[src/rtl/point_colour_vote_classifier_core_defines.svh]
// assertion macros shared by the colour vote classifier rtl
`ifndef POINT_COLOUR_VOTE_CLASSIFIER_CORE_DEFINES_SVH
`define POINT_COLOUR_VOTE_CLASSIFIER_CORE_DEFINES_SVH
`ifndef SYNTH
// property checked on every rising clk edge outside reset
`define PCVC_ASSERT(label, prop) \
    label: assert property (@(posedge clk) disable iff (!rst_n) prop) \
        else $error("pcvc assertion failed");
// condition that must never be true
`define PCVC_NEVER(label, cond) \
    `PCVC_ASSERT(label, !(cond))
`else
`define PCVC_ASSERT(label, prop)
`define PCVC_NEVER(label, cond)
`endif
`endif

[src/rtl/pcvc_pkg.sv]
// shared types, constants and codes of the colour vote classifier
`timescale 1ns / 1ps
`default_nettype none
package pcvc_pkg;

    // field widths
    localparam int COORD_W  = 20;
    localparam int HALF_W   = 19;
    localparam int CHAN_W   = 8;
    localparam int THR_W    = 18;
    localparam int VOTE_W   = 21;
    localparam int SQ_W     = 18;
    localparam int DIST_W   = 20;
    localparam int CFG_IDX_W  = 3;
    localparam int CFG_DATA_W = 21;
    localparam int IN_DATA_W  = 88;
    localparam int OUT_DATA_W = 72;

    // vote counter saturation
    localparam int MAX_POINTS = 1048576;
    localparam logic [VOTE_W-1:0] VOTE_CAP =
        VOTE_W'((MAX_POINTS < 2097151) ? MAX_POINTS : 2097151);

    // colour targets at twice scale
    localparam logic signed [10:0] TGT_HI = 11'sd408;
    localparam logic signed [10:0] TGT_LO = 11'sd51;

    // queue between front and back
    localparam int QUEUE_DEPTH = 4;
    localparam int QUEUE_AW    = $clog2(QUEUE_DEPTH);

    // register indexes
    localparam logic [CFG_IDX_W-1:0] CFG_CENTRE_X    = 3'd0;
    localparam logic [CFG_IDX_W-1:0] CFG_CENTRE_Y    = 3'd1;
    localparam logic [CFG_IDX_W-1:0] CFG_CROP_HALF_W = 3'd2;
    localparam logic [CFG_IDX_W-1:0] CFG_CROP_Z_LOW  = 3'd3;
    localparam logic [CFG_IDX_W-1:0] CFG_CROP_Z_HIGH = 3'd4;
    localparam logic [CFG_IDX_W-1:0] CFG_MATCH_THR   = 3'd5;
    localparam logic [CFG_IDX_W-1:0] CFG_MIN_VOTES   = 3'd6;

    // register reset values
    localparam logic signed [COORD_W-1:0] RST_CENTRE_X    = 20'sd0;
    localparam logic signed [COORD_W-1:0] RST_CENTRE_Y    = 20'sd0;
    localparam logic        [HALF_W-1:0]  RST_CROP_HALF_W = 19'd246;
    localparam logic signed [COORD_W-1:0] RST_CROP_Z_LOW  = -20'sd41;
    localparam logic signed [COORD_W-1:0] RST_CROP_Z_HIGH = 20'sd614;
    localparam logic        [THR_W-1:0]   RST_MATCH_THR   = 18'd6400;
    localparam logic        [VOTE_W-1:0]  RST_MIN_VOTES   = 21'd3;

    // colour codes
    typedef enum logic [1:0] {
        COL_NONE   = 2'd0,
        COL_RED    = 2'd1,
        COL_BLUE   = 2'd2,
        COL_PURPLE = 2'd3
    } colour_t;

    // configuration seen by front and back
    typedef struct packed {
        logic signed [COORD_W-1:0] centre_x;
        logic signed [COORD_W-1:0] centre_y;
        logic        [HALF_W-1:0]  crop_half_width;
        logic signed [COORD_W-1:0] crop_z_low;
        logic signed [COORD_W-1:0] crop_z_high;
        logic        [THR_W-1:0]   match_threshold_sq;
        logic        [VOTE_W-1:0]  min_votes;
    } cfg_t;

    // one classified point in the queue
    typedef struct packed {
        logic    vote;
        colour_t colour;
        logic    last;
    } qent_t;

    // queue handshake toward either side
    typedef struct packed {
        logic valid;
        logic full;
    } qstat_t;

endpackage
`default_nettype wire

[src/rtl/pcvc_front.sv]
// front end: point accept, crop box test and nearest colour match
`timescale 1ns / 1ps
`default_nettype none
module pcvc_front (
    input  wire logic                         clk,
    input  wire logic                         rst_n,
    input  wire pcvc_pkg::cfg_t               cfg,
    input  wire logic                         s_axis_tvalid,
    output logic                              s_axis_tready,
    input  wire logic [pcvc_pkg::IN_DATA_W-1:0] s_axis_tdata,
    input  wire logic                         s_axis_tuser,
    input  wire logic                         s_axis_tlast,
    input  wire pcvc_pkg::qstat_t             qstat,
    output logic                              push,
    output pcvc_pkg::qent_t                   push_ent
);
    import pcvc_pkg::*;

    logic signed [COORD_W-1:0] px, py, pz;
    logic [CHAN_W-1:0]         ch [3];
    logic signed [COORD_W+1:0] x_lo, x_hi, y_lo, y_hi, x_e, y_e;
    logic                      keep;
    logic [SQ_W-1:0]           sq_hi [3];
    logic [SQ_W-1:0]           sq_lo [3];
    logic signed [10:0]        e_hi, e_lo;
    logic signed [21:0]        p_hi, p_lo;

    logic                      s1_valid_reg, s1_valid_next;
    logic                      s1_keep_reg;
    logic                      s1_last_reg;
    logic [SQ_W-1:0]           s1_hi_reg [3];
    logic [SQ_W-1:0]           s1_lo_reg [3];

    logic [DIST_W-1:0]         d_red, d_blue, d_purple, d_best, thr4;
    colour_t                   best;
    logic                      advance;

    // unpack the request
    assign px    = s_axis_tdata[19:0];
    assign py    = s_axis_tdata[39:20];
    assign pz    = s_axis_tdata[59:40];
    assign ch[0] = s_axis_tdata[67:60];
    assign ch[1] = s_axis_tdata[75:68];
    assign ch[2] = s_axis_tdata[83:76];

    // inclusive crop box around the basket centre
    always_comb
    begin
        x_e  = COORD_W'(0) + {{2{px[COORD_W-1]}}, px};
        y_e  = {{2{py[COORD_W-1]}}, py};
        x_lo = {{2{cfg.centre_x[COORD_W-1]}}, cfg.centre_x} - {3'b000, cfg.crop_half_width};
        x_hi = {{2{cfg.centre_x[COORD_W-1]}}, cfg.centre_x} + {3'b000, cfg.crop_half_width};
        y_lo = {{2{cfg.centre_y[COORD_W-1]}}, cfg.centre_y} - {3'b000, cfg.crop_half_width};
        y_hi = {{2{cfg.centre_y[COORD_W-1]}}, cfg.centre_y} + {3'b000, cfg.crop_half_width};
        keep = s_axis_tuser
            && (x_e >= x_lo) && (x_e <= x_hi)
            && (y_e >= y_lo) && (y_e <= y_hi)
            && (pz >= cfg.crop_z_low) && (pz <= cfg.crop_z_high);
    end

    // squared channel errors against both target levels
    always_comb
    begin
        for (int k = 0; k < 3; k++)
        begin
            e_hi     = $signed({2'b00, ch[k], 1'b0}) - TGT_HI;
            e_lo     = $signed({2'b00, ch[k], 1'b0}) - TGT_LO;
            p_hi     = e_hi * e_hi;
            p_lo     = e_lo * e_lo;
            sq_hi[k] = p_hi[SQ_W-1:0];
            sq_lo[k] = p_lo[SQ_W-1:0];
        end
    end

    // stage one advances when empty or when its point enters the queue
    assign advance       = !s1_valid_reg || !qstat.full;
    assign s_axis_tready = advance;

    always_comb
    begin
        s1_valid_next = s1_valid_reg;
        if (advance)
        begin
            s1_valid_next = s_axis_tvalid;
        end
    end

    always_ff @(posedge clk or negedge rst_n)
    begin
        if (!rst_n)
        begin
            s1_valid_reg <= 1'b0;
        end
        else
        begin
            s1_valid_reg <= s1_valid_next;
        end
    end

    always_ff @(posedge clk)
    begin
        if (advance && s_axis_tvalid)
        begin
            s1_keep_reg <= keep;
            s1_last_reg <= s_axis_tlast;
            for (int k = 0; k < 3; k++)
            begin
                s1_hi_reg[k] <= sq_hi[k];
                s1_lo_reg[k] <= sq_lo[k];
            end
        end
    end

    // distances, nearest colour with the earlier one winning ties
    always_comb
    begin
        d_red    = {2'b00, s1_hi_reg[0]} + {2'b00, s1_lo_reg[1]} + {2'b00, s1_lo_reg[2]};
        d_blue   = {2'b00, s1_lo_reg[0]} + {2'b00, s1_lo_reg[1]} + {2'b00, s1_hi_reg[2]};
        d_purple = {2'b00, s1_hi_reg[0]} + {2'b00, s1_lo_reg[1]} + {2'b00, s1_hi_reg[2]};
        best     = COL_RED;
        d_best   = d_red;
        if (d_blue < d_best)
        begin
            best   = COL_BLUE;
            d_best = d_blue;
        end
        if (d_purple < d_best)
        begin
            best   = COL_PURPLE;
            d_best = d_purple;
        end
        thr4 = {cfg.match_threshold_sq, 2'b00};
    end

    // queue write
    assign push            = s1_valid_reg && !qstat.full;
    assign push_ent.vote   = s1_keep_reg && (d_best <= thr4);
    assign push_ent.colour = best;
    assign push_ent.last   = s1_last_reg;

endmodule
`default_nettype wire

[src/rtl/pcvc_queue.sv]
// short fifo of classified points between front and back
`timescale 1ns / 1ps
`default_nettype none
`include "point_colour_vote_classifier_core_defines.svh"
module pcvc_queue (
    input  wire logic             clk,
    input  wire logic             rst_n,
    input  wire logic             push,
    input  wire pcvc_pkg::qent_t  push_ent,
    input  wire logic             pop,
    output pcvc_pkg::qent_t       pop_ent,
    output pcvc_pkg::qstat_t      qstat
);
    import pcvc_pkg::*;

    qent_t                 slot_reg [QUEUE_DEPTH];
    logic [QUEUE_AW-1:0]   wr_ptr_reg, wr_ptr_next;
    logic [QUEUE_AW-1:0]   rd_ptr_reg, rd_ptr_next;
    logic [QUEUE_AW:0]     count_reg, count_next;

    assign qstat.valid = (count_reg != '0);
    assign qstat.full  = (count_reg == (QUEUE_AW+1)'(QUEUE_DEPTH));
    assign pop_ent     = slot_reg[rd_ptr_reg];

    // pointer and fill count update
    always_comb
    begin
        wr_ptr_next = wr_ptr_reg;
        rd_ptr_next = rd_ptr_reg;
        count_next  = count_reg;
        if (push)
        begin
            wr_ptr_next = wr_ptr_reg + 1'b1;
        end
        if (pop)
        begin
            rd_ptr_next = rd_ptr_reg + 1'b1;
        end
        case ({push, pop})
            2'b10:   count_next = count_reg + 1'b1;
            2'b01:   count_next = count_reg - 1'b1;
            default: count_next = count_reg;
        endcase
    end

    always_ff @(posedge clk or negedge rst_n)
    begin
        if (!rst_n)
        begin
            wr_ptr_reg <= '0;
            rd_ptr_reg <= '0;
            count_reg  <= '0;
        end
        else
        begin
            wr_ptr_reg <= wr_ptr_next;
            rd_ptr_reg <= rd_ptr_next;
            count_reg  <= count_next;
        end
    end

    // entry storage
    always_ff @(posedge clk)
    begin
        if (push)
        begin
            slot_reg[wr_ptr_reg] <= push_ent;
        end
    end

    `PCVC_NEVER(q_push_when_full, push && qstat.full && !pop)
    `PCVC_NEVER(q_pop_when_empty, pop && !qstat.valid)

endmodule
`default_nettype wire

[src/rtl/pcvc_back.sv]
// back end: saturating vote counters, decision and output register
`timescale 1ns / 1ps
`default_nettype none
`include "point_colour_vote_classifier_core_defines.svh"
module pcvc_back (
    input  wire logic                            clk,
    input  wire logic                            rst_n,
    input  wire pcvc_pkg::cfg_t                  cfg,
    input  wire pcvc_pkg::qstat_t                qstat,
    input  wire pcvc_pkg::qent_t                 pop_ent,
    output logic                                 pop,
    output logic                                 m_axis_tvalid,
    input  wire logic                            m_axis_tready,
    output logic [pcvc_pkg::OUT_DATA_W-1:0]      m_axis_tdata
);
    import pcvc_pkg::*;

    logic [VOTE_W-1:0]       votes_reg [3];
    logic [VOTE_W-1:0]       votes_next [3];
    logic [VOTE_W-1:0]       upd [3];
    logic signed [VOTE_W:0]  best_v;
    colour_t                 code;
    logic                    out_valid_reg, out_valid_next;
    logic [OUT_DATA_W-1:0]   out_data_reg;
    logic                    decide;

    // a last point waits only for a free output register
    assign pop    = qstat.valid && (!pop_ent.last || !out_valid_reg || m_axis_tready);
    assign decide = pop && pop_ent.last;

    // counts including the popped point
    always_comb
    begin
        for (int c = 0; c < 3; c++)
        begin
            upd[c] = votes_reg[c];
            if (pop && pop_ent.vote && (pop_ent.colour == colour_t'(c + 1))
                && (votes_reg[c] < VOTE_CAP))
            begin
                upd[c] = votes_reg[c] + 1'b1;
            end
            votes_next[c] = decide ? '0 : upd[c];
        end
    end

    // most votes at or above the minimum, earlier colour on ties
    always_comb
    begin
        best_v = $signed({1'b0, cfg.min_votes}) - $signed((VOTE_W+1)'(1));
        code   = COL_NONE;
        for (int c = 0; c < 3; c++)
        begin
            if ($signed({1'b0, upd[c]}) > best_v)
            begin
                best_v = $signed({1'b0, upd[c]});
                code   = colour_t'(c + 1);
            end
        end
    end

    always_comb
    begin
        out_valid_next = out_valid_reg;
        if (decide)
        begin
            out_valid_next = 1'b1;
        end
        else if (m_axis_tready)
        begin
            out_valid_next = 1'b0;
        end
    end

    always_ff @(posedge clk or negedge rst_n)
    begin
        if (!rst_n)
        begin
            out_valid_reg <= 1'b0;
            for (int c = 0; c < 3; c++)
            begin
                votes_reg[c] <= '0;
            end
        end
        else
        begin
            out_valid_reg <= out_valid_next;
            for (int c = 0; c < 3; c++)
            begin
                votes_reg[c] <= votes_next[c];
            end
        end
    end

    // result payload
    always_ff @(posedge clk)
    begin
        if (decide)
        begin
            out_data_reg <= {7'b0000000, upd[2], upd[1], upd[0], code};
        end
    end

    assign m_axis_tvalid = out_valid_reg;
    assign m_axis_tdata  = out_data_reg;

    `PCVC_ASSERT(bk_clear_after_last,
        decide |=> (votes_reg[0] == '0 && votes_reg[1] == '0 && votes_reg[2] == '0))
    `PCVC_NEVER(bk_over_cap,
        votes_reg[0] > VOTE_CAP || votes_reg[1] > VOTE_CAP || votes_reg[2] > VOTE_CAP)

endmodule
`default_nettype wire

[src/rtl/point_colour_vote_classifier_core.sv]
// top level of the point colour vote classifier
// usage:
//  s_axis carries one point per request: tdata holds x, y, z (20 bit signed
//  each), then red, green, blue (8 bit); tuser is the finite flag, tlast marks
//  the last point of a basket's cloud.
//  m_axis carries one request per last point: colour code and the three
//  final vote counts. points that are not last give no result.
//  cfg_wr_en / cfg_index / cfg_data write one register per cycle; write
//  only while no point is in flight.
//  throughput: one point per cycle while the queue is not full, set by the
//  registered front stage and the counter update in the back end.
//  a last point passes the front stage register and the queue before its
//  result is registered, once the output register is free.
//  reset clears counters, queue and output; registers return to defaults.
//  when m_axis stalls, points keep flowing into the counters; a further last
//  point waits in the four entry queue, which then fills and lowers
//  s_axis_tready.
`timescale 1ns / 1ps
`default_nettype none
module point_colour_vote_classifier_core (
    input  wire logic                              clk,
    input  wire logic                              rst_n,
    input  wire logic                              cfg_wr_en,
    input  wire logic [pcvc_pkg::CFG_IDX_W-1:0]    cfg_index,
    input  wire logic [pcvc_pkg::CFG_DATA_W-1:0]   cfg_data,
    input  wire logic                              s_axis_tvalid,
    output logic                                   s_axis_tready,
    // point_x, point_y, point_z, red, green, blue, zero pad
    input  wire logic [pcvc_pkg::IN_DATA_W-1:0]    s_axis_tdata,
    // finite
    input  wire logic                              s_axis_tuser,
    input  wire logic                              s_axis_tlast,
    output logic                                   m_axis_tvalid,
    input  wire logic                              m_axis_tready,
    // colour_code, red_votes, blue_votes, purple_votes, zero pad
    output logic [pcvc_pkg::OUT_DATA_W-1:0]        m_axis_tdata
);
    import pcvc_pkg::*;

    cfg_t   cfg_reg;
    qstat_t qstat;
    qent_t  push_ent, pop_ent;
    logic   push, pop;

    // configuration registers
    always_ff @(posedge clk or negedge rst_n)
    begin
        if (!rst_n)
        begin
            cfg_reg.centre_x           <= RST_CENTRE_X;
            cfg_reg.centre_y           <= RST_CENTRE_Y;
            cfg_reg.crop_half_width    <= RST_CROP_HALF_W;
            cfg_reg.crop_z_low         <= RST_CROP_Z_LOW;
            cfg_reg.crop_z_high        <= RST_CROP_Z_HIGH;
            cfg_reg.match_threshold_sq <= RST_MATCH_THR;
            cfg_reg.min_votes          <= RST_MIN_VOTES;
        end
        else if (cfg_wr_en)
        begin
            case (cfg_index)
                CFG_CENTRE_X:    cfg_reg.centre_x           <= cfg_data[COORD_W-1:0];
                CFG_CENTRE_Y:    cfg_reg.centre_y           <= cfg_data[COORD_W-1:0];
                CFG_CROP_HALF_W: cfg_reg.crop_half_width    <= cfg_data[HALF_W-1:0];
                CFG_CROP_Z_LOW:  cfg_reg.crop_z_low         <= cfg_data[COORD_W-1:0];
                CFG_CROP_Z_HIGH: cfg_reg.crop_z_high        <= cfg_data[COORD_W-1:0];
                CFG_MATCH_THR:   cfg_reg.match_threshold_sq <= cfg_data[THR_W-1:0];
                CFG_MIN_VOTES:   cfg_reg.min_votes          <= cfg_data[VOTE_W-1:0];
                default:         cfg_reg                    <= cfg_reg;
            endcase
        end
    end

    // classification front end
    pcvc_front u_front (
        .clk           (clk),
        .rst_n         (rst_n),
        .cfg           (cfg_reg),
        .s_axis_tvalid (s_axis_tvalid),
        .s_axis_tready (s_axis_tready),
        .s_axis_tdata  (s_axis_tdata),
        .s_axis_tuser  (s_axis_tuser),
        .s_axis_tlast  (s_axis_tlast),
        .qstat         (qstat),
        .push          (push),
        .push_ent      (push_ent)
    );

    // decoupling queue
    pcvc_queue u_queue (
        .clk      (clk),
        .rst_n    (rst_n),
        .push     (push),
        .push_ent (push_ent),
        .pop      (pop),
        .pop_ent  (pop_ent),
        .qstat    (qstat)
    );

    // voting back end
    pcvc_back u_back (
        .clk           (clk),
        .rst_n         (rst_n),
        .cfg           (cfg_reg),
        .qstat         (qstat),
        .pop_ent       (pop_ent),
        .pop           (pop),
        .m_axis_tvalid (m_axis_tvalid),
        .m_axis_tready (m_axis_tready),
        .m_axis_tdata  (m_axis_tdata)
    );

endmodule
`default_nettype wire
[config.mk]
export PLATFORM = sky130hd
export DESIGN_NAME = point_colour_vote_classifier_core
export DESIGN_NICKNAME = d
export VERILOG_FILES = /design/src/rtl/pcvc_pkg.sv /design/src/rtl/pcvc_front.sv /design/src/rtl/pcvc_queue.sv /design/src/rtl/pcvc_back.sv /design/src/rtl/point_colour_vote_classifier_core.sv
export VERILOG_INCLUDE_DIRS = /design/src /design/src/rtl
export SDC_FILE = /design/constraint.sdc
export NUM_CORES = 2
export LEC_CHECK = 0
export ABC_AREA = 1
export BUFFER_PORTS_ARGS = -buffer_cell sky130_fd_sc_hd__buf_2
export CAP_MARGIN = 20
export CORE_AREA = 4 4 386 388
export CTS_BUF_LIST = sky130_fd_sc_hd__clkbuf_4
export DETAILED_ROUTE_END_ITERATION = 8
export DIE_AREA = 0 0 390 392
export HOLD_SLACK_MARGIN = 0.06
export PLACE_DENSITY = 0.45
export SETUP_SLACK_MARGIN = 0.15
export SKIP_LAST_GASP = 1
export SLEW_MARGIN = 20
export SYNTH_ARGS = -nofsm -noshare
export SYNTH_HDL_FRONTEND = slang
export SYNTH_HIERARCHICAL = 1
export SYNTH_SLANG_ARGS = --single-unit
[constraint.sdc]
create_clock -name clk -period 15.7 [get_ports clk]
set_clock_uncertainty 0.1 [all_clocks]
set_input_delay 2.355 -clock clk [delete_from_list [all_inputs] [get_ports clk]]
set_output_delay 2.355 -clock clk [all_outputs]
set_load 0.02 [all_outputs]
==> flow_metrics.py <==
metrics = {
    "critical_path": {
        "worstReg2RegStart": "u_front/s1_lo_reg[0][20]",
        "crit_fanout": 22,
        "timing.critical_path.buf_inv": 6,
        "category_of_cells_accounting_for_the_largest_share_of_critical_path_delay": "simple AND/OR/NAND/NOR gates",
        "critPathLaunchType": "input port",
        "reg2reg_slack_ns": 6.51,
        "critical-path-slowest-cell": "inv_1",
        "arrival_ns": 9.97,
        "reg2reg_to": "u_queue/slot_reg[1][3]",
        "r2r_cells": 48,
        "timing_worst_setup_path_type": "input port to flop",
        "slowest_delay_ns": 0.58,
        "capturing_element_type_of_the_critical_path": "flop",
        "required_ns": 16.22,
        "critical-path-top-cell-by-count": "nand2_1",
    },
    "placed_design": {
        "dpl.cell_count": 7298,
        "final_replace_weighted_congestion": 0.863,
        "hpwl_um": 96800,
        "port_buffers": 181,
    },
    "clock_network": {
        "cts_hold_buffers": 0,
        "cts-buffers-inserted": 109,
        "cts_htree_levels": 3,
        "clock_tree.root_cell": "clkbuf_4",
        "number_of_buffers_inserted_by_post_cts_setup_repair": 0,
        "cts.clk_slew.worst_paths_ns": 0.06,
        "clk-insertion-delay-late_ns": 0.94,
        "cts_buffer_depth": 3,
        "tritoncts": "done",
        "numClockSinks": 371,
        "postCtsResizedCells": 0,
    },
    "sta": {
        "unrepaired_setup_endpoints_after_global_routing": "no",
        "post-route-period-util_pct": 60.2,
        "final.setup.tns_ns": 0,
        "slew-limit-headroom_pct": 32.0,
        "slew_viol_final": 0,
        "hold_viol": 0,
        "final_hold_slack_ns": 0.362,
        "final_period_demand_of_the_worst_path_ns": 9.45,
        "finalSetupViolCount": 0,
        "worst_pin_slew_ns": 1.02,
        "maxClockFrequency_mhz": 106,
    },
    "finish": {
        "final.fill_count": 15700,
        "layout-area-overhead-vs-synth_pct": 10.0,
        "final_layout_size_suffix_gt1_share_pct": 9.99,
        "multiInputGateArea_mm2": 0.0290,
        "final_cell_count_no_fill": 7508,
        "sequential_cell_area_mm2": 0.0101,
        "max_ffs_per_register": 138,
        "design.final.nets": 6544,
    },
    "die": {
        "die_area_mm2": 0.153,
        "height_of_the_chip_um": 392,
        "rows": 140,
        "floorplan.core_area_mm2": 0.145,
        "start_util_pct": 29.8,
        "floorplan.io_pins": 193,
        "die_w_um": 390,
    },
    "yosys": {
        "synth_commonest_cells": "1099 x nand2_1, 955 x inv_1, 599 x ha_1, 422 x nor2_1, 334 x fa_1",
        "synth_async_sr_flop_share_pct": 56.6,
        "post-synth-top-area-cell": "ha_1",
        "yosysMostFrequentCell": "nand2_1",
        "ys.flop_type": "dfrtp_1",
        "netlist.area_leader.share_pct": 17.3,
        "netlist-cell-type-count": 82,
        "netlist_top_cells_area": "ha_1 17%, fa_1 15%, edfxtp_1 11%",
        "synth-seq-cells": 371,
        "ys.warnings.count": 6,
        "synth.cell_area_mm2": 0.0434,
        "postSynthCellCount": 5284,
        "synth.avg_cell_area_um2": 8.21,
        "count_of_flip_flops_with_a_built_in_enable_after_synthesis": 161,
        "seq_area_frac_synth_pct": 23.4,
    },
    "global_routing": {
        "grt_start_max_net_pins": 88,
        "grt_pass1_vias": 34600,
        "grt_antenna_before_repair": 3,
        "grt_first_pass_wirelength_um": 189000,
        "grt_remaining_overflow": 0,
        "gr-usage-all-layers_pct": 15.4,
    },
    "min_path": {
        "startpoint_of_the_most_critical_hold_path": "cfg_reg[45]",
        "hold_class": "flop to flop",
        "holdPathStages": 2,
        "hold-path-endpoint": "cfg_reg[45]",
    },
    "route": {
        "vias": 33800,
        "antenna_viol_nets_final": 0,
        "routed_via_density": 4.50,
        "initialDrtViolationCount": 1453,
        "drt_drc_violations_left": 0,
        "wire_per_inst_um": 15.6,
        "detailedRoute.firstPassIterationCount": 5,
        "wirelength_um": 117000,
    },
    "job": {
        "timing.max_cap.violations": 0,
    },
    "outcome": {
        "run_status": "completed",
    },
}
## final cells by class
cell class                      count  area share, %
Multi-Input combinational cell   3839           60.8
Sequential cell                   371           21.2
Inverter                          976           7.69
Tap cell                         1917           5.03
Clock buffer                      155           2.44
Timing Repair Buffer              195           2.14
Clock inverter                     51          0.669
Antenna cell                        4         0.0210
## cell usage in the layout, fill, tap and decap left out, drive strengths merged, types with 161 or more instances in the layout
master and n:
a21oi 290, buf 195, dfrtp 176, edfxtp 161, fa 334, ha 599
inv 975, nand2 1123, nand3 264, nor2 442, xor2 239
## stage by stage
stage | util, % | worst slack [ns] | cell area (µm²)
3_5_place_dp | 31.8 | 5.25 | 46200
5_1_grt | 32.8 | 5.34 | 47700
3_3_place_gp | 31.8 | 5.15 | 46200
2_1_floorplan | - | 7.33 | 43400
6_report | 32.8 | 6.25 | 47700
4_1_cts | 32.8 | 6.26 | 47700
## tightest hold or removal path, stage by stage (launching register included)
cell     delay, ns
dfstp_2       0.37
nand2_1       0.05
nand2_1       0.04
## per-layer routing
layer	vias to the layer above	share of wire (%)	GRT usage, %
met5	-	0	0
met3	116	3.2	1.72
li1	17300	-	-
met1	15900	48	21.1
met2	520	47	26.3
met4	0	1.9	3.38
## kinds of logic after synthesis
| kind of cell | share of synthesized area [%] |
|---|---|
| compound gates | 7.91 |
| simple gates | 19.9 |
| flops | 23.4 |
| buf+inv | 9.86 |
| xor+xnor | 6.31 |
| other cells | 0.00864 |
| fa+ha+maj | 32.7 |
## worst max path at each step
stage / cells after the start / from / endpoint / slack, ns
after detailed placement: 48 / m_axis_tready / u_back/m_axis_tdata[0] / 5.25
final: 48 / m_axis_tready / u_back/m_axis_tdata[0] / 6.25
after floorplan: 19 / s_axis_tdata[69] / u_front/s1_lo_reg[0][35] / 7.33
after global placement: 48 / m_axis_tready / u_back/m_axis_tdata[0] / 5.15
after CTS: 48 / m_axis_tready / u_back/m_axis_tdata[0] / 6.26
after global routing: 48 / m_axis_tready / u_back/m_axis_tdata[0] / 5.34
Power is not shown: default switching activity piles up to over one toggle a cycle in this logic, so the estimate is an artifact.
